`config.mk`:
```
export PLATFORM = sky130hd
export DESIGN_NAME = segment_fit_allocator
export DESIGN_NICKNAME = d
export VERILOG_FILES = /design/src/rtl/core/sfa_pkg.sv /design/src/rtl/core/sfa_cell.sv /design/src/rtl/core/segment_fit_allocator.sv
export SDC_FILE = /design/constraint.sdc
export NUM_CORES = 1
export LEC_CHECK = 0
export ABC_AREA = 1
export BUFFER_PORTS_ARGS = -buffer_cell sky130_fd_sc_hd__buf_2
export CAP_MARGIN = 30
export CORE_ASPECT_RATIO = 0.8
export CORE_MARGIN = 1.5
export CORE_UTILIZATION = 49
export CTS_BUF_LIST = sky130_fd_sc_hd__clkbuf_8
export CTS_CLUSTER_DIAMETER = 80
export DETAILED_ROUTE_END_ITERATION = 8
export PLACE_DENSITY = 0.67
export SETUP_SLACK_MARGIN = 0.05
export SLEW_MARGIN = 30
export SYNTH_ARGS = -nofsm -noshare
export SYNTH_HDL_FRONTEND = slang
export SYNTH_SLANG_ARGS = --single-unit
```
`constraint.sdc`:
```
create_clock -name clk -period 101.2 [get_ports clk]
set_clock_uncertainty 0.1 [all_clocks]
set_input_delay 20.24 -clock clk [delete_from_list [all_inputs] [get_ports clk]]
set_output_delay 20.24 -clock clk [all_outputs]
set_load 0.1 [all_outputs]
```
`src/rtl/core/sfa_pkg.sv`:
```
// Package for the segment fit allocator: shared types and constants.
// Used by segment_fit_allocator and its testbench.
`default_nettype none
package sfa_pkg;
  localparam logic [1:0] KIND_FREE   = 2'd3;
  localparam logic [1:0] TYPE_CREW   = 2'd2;
  localparam logic [31:0] OWNER_NONE = 32'hFFFF_FFFF;
  localparam logic       OP_ALLOC    = 1'b0;
  localparam logic       OP_RELEASE  = 1'b1;
  localparam logic       REG_FIT     = 1'b0;
  localparam logic       REG_MSIZE   = 1'b1;
  localparam logic [15:0] MSIZE_RESET = 16'd4096;
endpackage
`default_nettype wire

```
`src/rtl/core/sfa_cell.sv`:
```
// One table cell of the segment fit allocator: holds a segment entry and
// rotates it to its neighbor when the ring shifts. Stands on its own.
`default_nettype none
module sfa_cell #(
  parameter int AW = 16
) (
  input  wire logic          clk,
  input  wire logic          shift,
  input  wire logic          load,
  input  wire logic [AW-1:0] in_start,
  input  wire logic [AW-1:0] in_length,
  input  wire logic [1:0]    in_kind,
  input  wire logic [31:0]   in_owner,
  output logic      [AW-1:0] start,
  output logic      [AW-1:0] length,
  output logic      [1:0]    kind,
  output logic      [31:0]   owner
);
  // Hold unless the ring advances or the head cell is rewritten.
  always_ff @(posedge clk) begin
    if (shift || load) begin
      start  <= in_start;
      length <= in_length;
      kind   <= in_kind;
      owner  <= in_owner;
    end
  end
endmodule
`default_nettype wire

```
`src/rtl/core/segment_fit_allocator.sv`:
```
// Top level of the segment fit allocator: a ring of table cells with a
// sequencer at the head. Depends on sfa_pkg and sfa_cell.
//
// Use: items enter on s_axis (tdata = kind, req_size, seg_type, owner_id,
// release_addr from bit 0 up, padded to 72 bits); one result leaves on
// m_axis per item (tdata = start_addr, ok, padded to 24 bits).
// Configuration writes go through cfg_valid/cfg_ready/cfg_index/cfg_data;
// index 0 sets fit_mode, index 1 sets memory_size and clears the table.
// The table is a ring of MAX_SEGMENTS cells. Each item rotates the ring
// once fully to scan and once more to apply the update at the chosen
// entry, and the result becomes valid when the second rotation is done.
// One item is in work at a time. The result sits in an output register;
// when the receiver stalls, the block holds it and accepts no new item
// until it is taken. Reset restores fit_mode 0, memory_size 4096 and one
// free segment covering the memory; the reinit is one full rotation of
// the ring, during which no item is accepted. A memory_size write starts
// the same reinit once the block is idle and no further write is being
// accepted; input holds off while a configuration write is pending.
`default_nettype none
module segment_fit_allocator #(
  parameter int MAX_SEGMENTS = 64,
  parameter int ADDR_WIDTH   = 16
) (
  input  wire logic        clk,
  input  wire logic        rst,
  input  wire logic        s_axis_tvalid,
  output logic             s_axis_tready,
  input  wire logic [71:0] s_axis_tdata,  // kind, req_size, seg_type, owner_id, release_addr
  output logic             m_axis_tvalid,
  input  wire logic        m_axis_tready,
  output logic [23:0]      m_axis_tdata,  // start_addr, ok
  input  wire logic        cfg_valid,
  output logic             cfg_ready,
  input  wire logic [0:0]  cfg_index,
  input  wire logic [15:0] cfg_data
);
  localparam int N  = MAX_SEGMENTS;
  localparam int IW = $clog2(N);
  localparam int CW = $clog2(N + 1);
  localparam int AW = ADDR_WIDTH;

  typedef enum logic [2:0] {S_INIT, S_IDLE, S_SCAN, S_APPLY, S_OUT} state_t;
  state_t state;

  logic [AW-1:0] c_start [N];
  logic [AW-1:0] c_len   [N];
  logic [1:0]    c_kind  [N];
  logic [31:0]   c_owner [N];
  logic [AW-1:0] h_start, h_len;
  logic [1:0]    h_kind;
  logic [31:0]   h_owner;
  logic          shift, load;

  // Ring: cell i takes from cell i+1; the last cell takes the head value.
  for (genvar i = 0; i < N; i++) begin : g_cell
    if (i == N - 1) begin : g_last
      sfa_cell #(.AW(AW)) u_cell (
        .clk, .shift, .load(load),
        .in_start(h_start), .in_length(h_len), .in_kind(h_kind), .in_owner(h_owner),
        .start(c_start[i]), .length(c_len[i]), .kind(c_kind[i]), .owner(c_owner[i]));
    end else begin : g_mid
      sfa_cell #(.AW(AW)) u_cell (
        .clk, .shift, .load(load),
        .in_start(c_start[i+1]), .in_length(c_len[i+1]), .in_kind(c_kind[i+1]),
        .in_owner(c_owner[i+1]),
        .start(c_start[i]), .length(c_len[i]), .kind(c_kind[i]), .owner(c_owner[i]));
    end
  end

  logic          fit_mode;
  logic [15:0]   memory_size;
  logic [CW-1:0] count;
  logic [IW-1:0] pos;
  logic          op;
  logic [AW-1:0] rsize, raddr;
  logic [1:0]    rtype;
  logic [31:0]   rowner;
  logic          found;
  logic [IW-1:0] pick;
  logic [AW-1:0] pick_start, pick_len;
  logic          res_ok, do_split;
  logic [15:0]   res_addr;
  logic          init_req;

  logic          live, fits, better, match;
  logic [CW-1:0] pos_ext;
  assign pos_ext = CW'(pos);
  assign live   = pos_ext < count;
  assign fits   = live && (c_kind[0] == sfa_pkg::KIND_FREE) && (c_len[0] >= rsize);
  assign better = fit_mode ? (c_len[0] < pick_len) : (c_start[0] < pick_start);
  assign match  = live && (c_start[0] == raddr);

  // Hold input off while a reinit is pending or a write is offered.
  assign s_axis_tready = (state == S_IDLE) && !init_req && !cfg_valid;
  assign cfg_ready     = (state == S_IDLE) || (state == S_INIT);
  assign m_axis_tvalid = (state == S_OUT);
  assign m_axis_tdata  = {7'd0, res_ok, res_addr};
  assign shift = (state == S_INIT) || (state == S_SCAN) || (state == S_APPLY);
  assign load  = 1'b0;

  // Head value fed into the tail of the ring.
  always_comb begin
    h_start = c_start[0];
    h_len   = c_len[0];
    h_kind  = c_kind[0];
    h_owner = c_owner[0];
    if (state == S_INIT) begin
      h_start = '0;
      h_len   = (pos == '0) ? AW'(memory_size) : '0;
      h_kind  = sfa_pkg::KIND_FREE;
      h_owner = sfa_pkg::OWNER_NONE;
    end else if (state == S_APPLY) begin
      if (res_ok && pos == pick) begin
        if (op == sfa_pkg::OP_RELEASE) begin
          h_kind  = sfa_pkg::KIND_FREE;
          h_owner = sfa_pkg::OWNER_NONE;
        end else begin
          h_kind = rtype;
          h_len  = rsize;
          if (rtype != sfa_pkg::TYPE_CREW) h_owner = rowner;
        end
      end else if (res_ok && do_split && pos_ext == count) begin
        h_start = pick_start + rsize;
        h_len   = pick_len - rsize;
        h_kind  = sfa_pkg::KIND_FREE;
        h_owner = sfa_pkg::OWNER_NONE;
      end
    end
  end

  always_ff @(posedge clk) begin
    if (rst) begin
      state       <= S_INIT;
      fit_mode    <= 1'b0;
      memory_size <= sfa_pkg::MSIZE_RESET;
      pos         <= '0;
      count       <= CW'(1);
      init_req    <= 1'b0;
    end else begin
      if (cfg_valid && cfg_ready) begin
        if (cfg_index == sfa_pkg::REG_FIT) fit_mode <= cfg_data[0];
        else begin
          memory_size <= cfg_data;
          init_req    <= 1'b1;
        end
      end
      unique case (state)
        S_INIT: begin
          // Sweep the ring once writing entry 0 and clearing the rest.
          pos   <= pos + 1'b1;
          count <= CW'(1);
          if (pos == IW'(N - 1)) begin
            pos   <= '0;
            state <= S_IDLE;
          end
        end
        S_IDLE: begin
          if (init_req && !(cfg_valid && cfg_ready)) begin
            init_req <= 1'b0;
            pos      <= '0;
            state    <= S_INIT;
          end else if (s_axis_tvalid && s_axis_tready) begin
            op     <= s_axis_tdata[0];
            rsize  <= AW'(s_axis_tdata[16:1]);
            rtype  <= s_axis_tdata[18:17];
            rowner <= s_axis_tdata[50:19];
            raddr  <= AW'(s_axis_tdata[66:51]);
            found  <= 1'b0;
            pos    <= '0;
            state  <= S_SCAN;
          end
        end
        S_SCAN: begin
          pos <= pos + 1'b1;
          if (op == sfa_pkg::OP_ALLOC) begin
            if (fits && (!found || better)) begin
              found <= 1'b1; pick <= pos;
              pick_start <= c_start[0]; pick_len <= c_len[0];
            end
          end else if (match) begin
            found <= 1'b1; pick <= pos;
          end
          if (pos == IW'(N - 1)) begin
            pos <= '0;
            state <= S_APPLY;
          end
        end
        S_APPLY: begin
          pos <= pos + 1'b1;
          if (pos == IW'(N - 1)) begin
            pos <= '0;
            state <= S_OUT;
          end
        end
        S_OUT: begin
          // Grow the table only once the result has left, so it stays stable.
          if (m_axis_tready) begin
            if (res_ok && do_split) count <= count + 1'b1;
            state <= S_IDLE;
          end
        end
        default: state <= S_INIT;
      endcase
    end
  end

  // Result decided from scan outcome; valid during APPLY and OUT.
  always_comb begin
    do_split = (op == sfa_pkg::OP_ALLOC) && (pick_len != rsize);
    if (op == sfa_pkg::OP_RELEASE) begin
      res_ok   = found;
      res_addr = 16'(raddr);
    end else begin
      res_ok = found && (rsize != '0) && (rtype != sfa_pkg::KIND_FREE)
               && !(do_split && count >= CW'(N));
      res_addr = res_ok ? 16'(pick_start) : 16'd0;
    end
  end
endmodule
`default_nettype wire

```
* Yosys cells after proc, flatten, opt, wreduce, memory -nomap -nowiden *
Index checks and enable logic that the tools add are counted.

word-level totals
  bits in latches = 0
  memory bits (read-only) = 0
  bits in writable memories = 0
  memories = 0
  register bits = 2284

cells by class
  multiply operators = 0
  bitwise logic cells = 4
  div/mod/pow operators = 0
  add/subtract/negate cells = 4
  order comparisons = 5
  reductions and logical operators = 43
  equal/unequal tests = 22
  muxes and demuxes = 44
  shifts and indexed selects = 0

operator list
  operator                                        count
  2-to-1 mux 16 bit                               11
  2-to-1 mux 6 bit                                6
  < comparator 16 bit                             2
  2-to-1 mux 3 bit                                6
  logical AND 1 bit                               17
  adder 16 bit                                    1
  == test 16 bit                                  1
  >= comparator 16 bit                            1
  != test 16 bit                                  1
  nonzero test 16 bit                             1
  subtractor 16 bit                               1
  one-hot mux 3 bit (5 select lines)              1
  2-to-1 mux 7 bit                                2
  != test 2 x 1 -> 1 bit (second input constant)  7
  one-hot mux 7 bit (2 select lines)              1
  one-hot mux 6 bit (2 select lines)              1
  AND reduction 4 bit                             3
  2-to-1 mux 1 bit                                11
  2-to-1 mux 2 bit                                4
  nonzero test 2 bit                              4
  adder 7 x 1 -> 7 bit (second input constant)    1
  == test 6 x 7 -> 1 bit                          1
  >= comparator 7 bit (second input constant)     1
  < comparator 6 x 7 -> 1 bit                     1
  22 further kinds                                36

* Depth between registers and ports, before layout *
  word-level depth = 12
  depth in mapped cells = 16
  mapped depth without buffers = 15

* Hierarchy *
From an unflattened synthesis, not the netlist that was laid out.

unflattened totals
  cell total of the unflattened synthesis = 5901
  area total of the unflattened synthesis = 138252.6 um2

modules (own cells, without submodules)
  module                 seq. area each (um2)  times used  area an instance (um2)  cells each
  sfa_cell               1981.9                64          1993.2                  69
  segment_fit_allocator  3863.7                1           10690.3                 1485

* Worst setup path before layout *
No wires, ideal clock.

  kind = reg-to-reg
  start = register state[1]
  end = register state[2]
  period minus slack after synthesis = 98.217 ns
  data required time = 100.985 ns
  cell stages (with the launch flop) = 12
  data arrival time = 98.002 ns
  slack = 2.983 ns
  cells stage by stage = dfxtp_1 > inv_2 > nand2_1 > inv_1 > nor2_1 > inv_1 > nor2_1 > inv_1 > nand3b_1 > nor2_1 > o21ai_0 > inv_1

between the ends
  cells in the longest elaborated chain, start to end = 7
  elaborated cells on any way between the ends = 20
  classes of those cells = eq/ne (9); mux (2); reduce/logical (9)

ends and longest elaborated chain
  what                                                                                        line                                                                                    text
  from (decl)                                                                                 segment_fit_allocator.sv:43                                                             state_t state;
  from (signal assigned)                                                                      segment_fit_allocator.sv:133                                                            state <= S_INIT;
  from (signal assigned)                                                                      segment_fit_allocator.sv:154                                                            state <= S_IDLE;
  from (signal assigned)                                                                      segment_fit_allocator.sv:161                                                            state <= S_INIT;
  == test 3 x 1 -> 1 bit or zero test 3 bit (tied branches)                                   segment_fit_allocator.sv:94, segment_fit_allocator.sv:95, segment_fit_allocator.sv:147
  logical OR 1 bit                                                                            segment_fit_allocator.sv:95                                                             assign cfg_ready = (state == S_IDLE) || (state == S_INIT);
  logical AND 1 bit                                                                           segment_fit_allocator.sv:158                                                            if (init_req && !(cfg_valid && cfg_ready)) begin
  zero test 1 bit                                                                             segment_fit_allocator.sv:158
  logical AND 1 bit                                                                           segment_fit_allocator.sv:158
  != test 3 x 1 -> 1 bit (no source line) or 2-to-1 mux 3 bit (tied branches)                 -
  AND reduction 5 bit (no source line) or one-hot mux 3 bit (5 select lines) (tied branches)  -

Several ways; a longest one is shown, not always the timed one.
A chain may end at the register's enable or synchronous reset.

* Worst setup path in the final report *
  start = input port cfg_valid
  end = output port s_axis_tready

between the ends
  cells in the longest elaborated chain, start to end = 2

ends and longest elaborated chain
  what               line                         text
  from (decl)        segment_fit_allocator.sv:32  input wire logic cfg_valid,
  zero test 1 bit    segment_fit_allocator.sv:94  assign s_axis_tready = (state == S_IDLE) && !init_req && !cfg_valid;
  logical AND 1 bit  segment_fit_allocator.sv:94
  to (decl)          segment_fit_allocator.sv:27  output logic s_axis_tready,

Every way passes these cells.

==> flow_summary.ini <==
[timing]
finalSetupViolCount = 0
fmax_mhz = 24.11
post-route-min-period_ns = 41.47
setup_tns_ns = 0
finalHoldViolations = 0
slew_viol_final = 0
tightestPinTransition_ns = 0.9151
min_period_over_period_pct = 40.98
setup_ws_ns = 59.73
rsz0062_at_grt = false
relSlewSlack_pct = 38.99

[clocking]
path_clk_slew_ns = 0.06
hold_buffers = 0
cts_buffers = 340
cts-htree-levels = 5
cts_tree = done
clk_latency_ns = 0.99
postCtsSetupRepairBufs = 0
clockBufferDepth = 4
tritoncts_num_sinks = 2284
cts_resized = 0
cts_root_buf = clkbuf_8

[global_route]
met2_usage_pct = 18.41
track_usage_pct = 14.43
grt_pass1_vias = 28570
met3_usage_pct = 3.276
antenna_found_initial = 3
grtUsageMet1_pct = 22.70
grt_max_degree = 214
grt_pass1_wl_um = 168500
overflow = 0
grt-busiest-layer = met1

[final_layout]
top_regs = g_cell.g_mid.u_cell.length x1008, g_cell.g_mid.u_cell.start x1008, g_cell.g_mid.u_cell.kind x126
synthToLayoutAreaGrowth_pct = 12.42
nets = 3991
fill_cells = 11030
layout_common_cells = edfxtp_1, clkbuf_8, nand2_1
final_common_cell = edfxtp_1
drive_above_1_share_pct = 13.90
stdcell_count = 6049

[drt]
wire_per_inst_um = 17.91
vias = 29580
routed_wl_um = 108300
drc = 0
first_pass_iters = 7
drtAntennaViolNets = 0
first_iter_violations = 2666
via_per_inst = 4.890

[floorplan]
io_pins = 121
rows = 127
start_util_pct = 49.44
die_x_um = 437.9
fp.coreArea_um2 = 150000
die_y_um = 351.0
die_area_um2 = 153700

[power]
p_leak_nw = 31.25
peakVddDrop_mv = 0.01439
power_density_nw_per_um2 = 30.58

[critical_path]
worstPathArrival_ns = 21.13
path_max_fanout = 5
timing_worst_setup_path_type = primary input to output pin
required_ns = 80.86
endpoint_kind = output pin
start_kind = primary input

[yosys]
synthDistinctLibCells = 45
synth_top_flop_cell = edfxtp_1
netlist_area_um2 = 74150
async_reset_ff_share_pct = 0
syn_area_per_cell_um2 = 21.86
synth_edf_count = 2250
synthCells = 3392
yosys_warnings = 0
synth-seq-cells = 2284
ys_seq_area_share_pct = 92.03

[placement]
io_buffer_count = 76
placedCellCount = 5461
place.detailed.hpwl_um = 60060
gp_congestion = 0.8643
post-place-ws_ns = 59.72

[worst_hold_path]
hold_path_class = register to register

[outcome]
status = finished, final reports clean

[run]
drv_cap = 0
## stage by stage
stage	area (µm²)	hold WS [ns]	util (%)	power, W
5_1_grt	83360	0.2550	55.57	0.002684
3_3_place_gp	77140	0.3003	51.42	0.001884
6_report	83360	0.2677	55.57	0.002549
2_1_floorplan	74180	0.3003	-	0.002136
3_5_place_dp	77200	0.3045	51.46	0.001900
4_1_cts	83200	0.2589	55.47	0.002589
## critical path, cell delays in order
cell,delay [ns]
buf_2,0.13
inv_1,0.05
nand2_1,0.06
nor2_1,0.18
buf_2,0.46
## kinds of logic after synthesis
family	count (synthesis)	share of synthesized area (%)
XOR/XNOR	37	0.4370
AO/OA/AOI/OAI	207	1.510
adder cells (fa/ha/maj)	87	1.488
other	1	0.005057
AND/OR/NAND/NOR	566	3.378
buffers and inverters	210	1.151
flip-flops	2284	92.03
## path summary, 6_finish.rpt
check	from	endpoint	slack [ns]	cells past startpoint
worst min-delay path	g_cell[6].g_mid.u_cell.length[14]	g_cell[5].g_mid.u_cell.length[14]	0.27	0
worst min register to register	g_cell[6].g_mid.u_cell.length[14]	g_cell[5].g_mid.u_cell.length[14]	0.27	0
worst max-delay path	cfg_valid	s_axis_tready	59.73	5
worst max register to register	state[1]	g_cell[11].g_mid.u_cell.start[11]	95.52	11
## where the power goes
part | switching, W | leakage [nW] | internal, W
Sequential | 0.000141 | 24.1 | 0.00164
Clock | 0.000327 | 3.41 | 0.000339
Combinational | 0.0000777 | 3.72 | 0.0000238
## layer usage
| metal | routed length, µm | part of all wire [%] | vias to the layer above |
|---|---|---|---|
| met4 | 4806 | 4.4 | 0 |
| met2 | 45160 | 42 | 687 |
| met5 | 0 | 0 | - |
| met3 | 5112 | 4.7 | 253 |
| met1 | 53240 | 49 | 14790 |
| li1 | - | - | 13850 |
## cell type report
cell class / count / area, µm² / area share (%)
Antenna cell: 1 / 2.502 / 0.003002
Clock buffer: 358 / 4927 / 5.911
Clock inverter: 223 / 1079 / 1.294
Inverter: 169 / 634.4 / 0.7610
Multi-Input combinational cell: 904 / 5096 / 6.113
Sequential cell: 2284 / 68250 / 81.86
Tap cell: 1999 / 2501 / 3.000
Timing Repair Buffer: 111 / 878.3 / 1.054
## synth_stat cells (2+ instances only)
cell type,number,share of area [%]
xor2_1,24,0.28
o21ai_1,8,0.054
nand3_1,82,0.55
o21bai_1,2,0.020
nand3b_1,8,0.081
buf_4,10,0.10
nor2_1,113,0.57
nand2_4,2,0.030
nand2_1,287,1.5
nand3_2,3,0.040
o31ai_1,12,0.12
o211ai_1,5,0.051
nor4_1,4,0.034
a21o_1,5,0.051
inv_1,160,0.81
and3_1,2,0.017
dfxtp_1,34,0.92
xnor2_1,13,0.15
fa_1,2,0.054
buf_6,3,0.046
nor2_4,4,0.061
clkbuf_1,23,0.12
or2_2,7,0.059
nand2_2,5,0.042
nand4_1,18,0.15
ha_1,85,1.4
buf_2,4,0.027
nor3_1,25,0.17
nor3_2,2,0.027
inv_2,8,0.040
a31oi_1,3,0.025
edfxtp_1,2250,91
o21ai_0,62,0.42
a21oi_1,102,0.69
o21a_1,5,0.051
(Power assumes the default switching activity.)
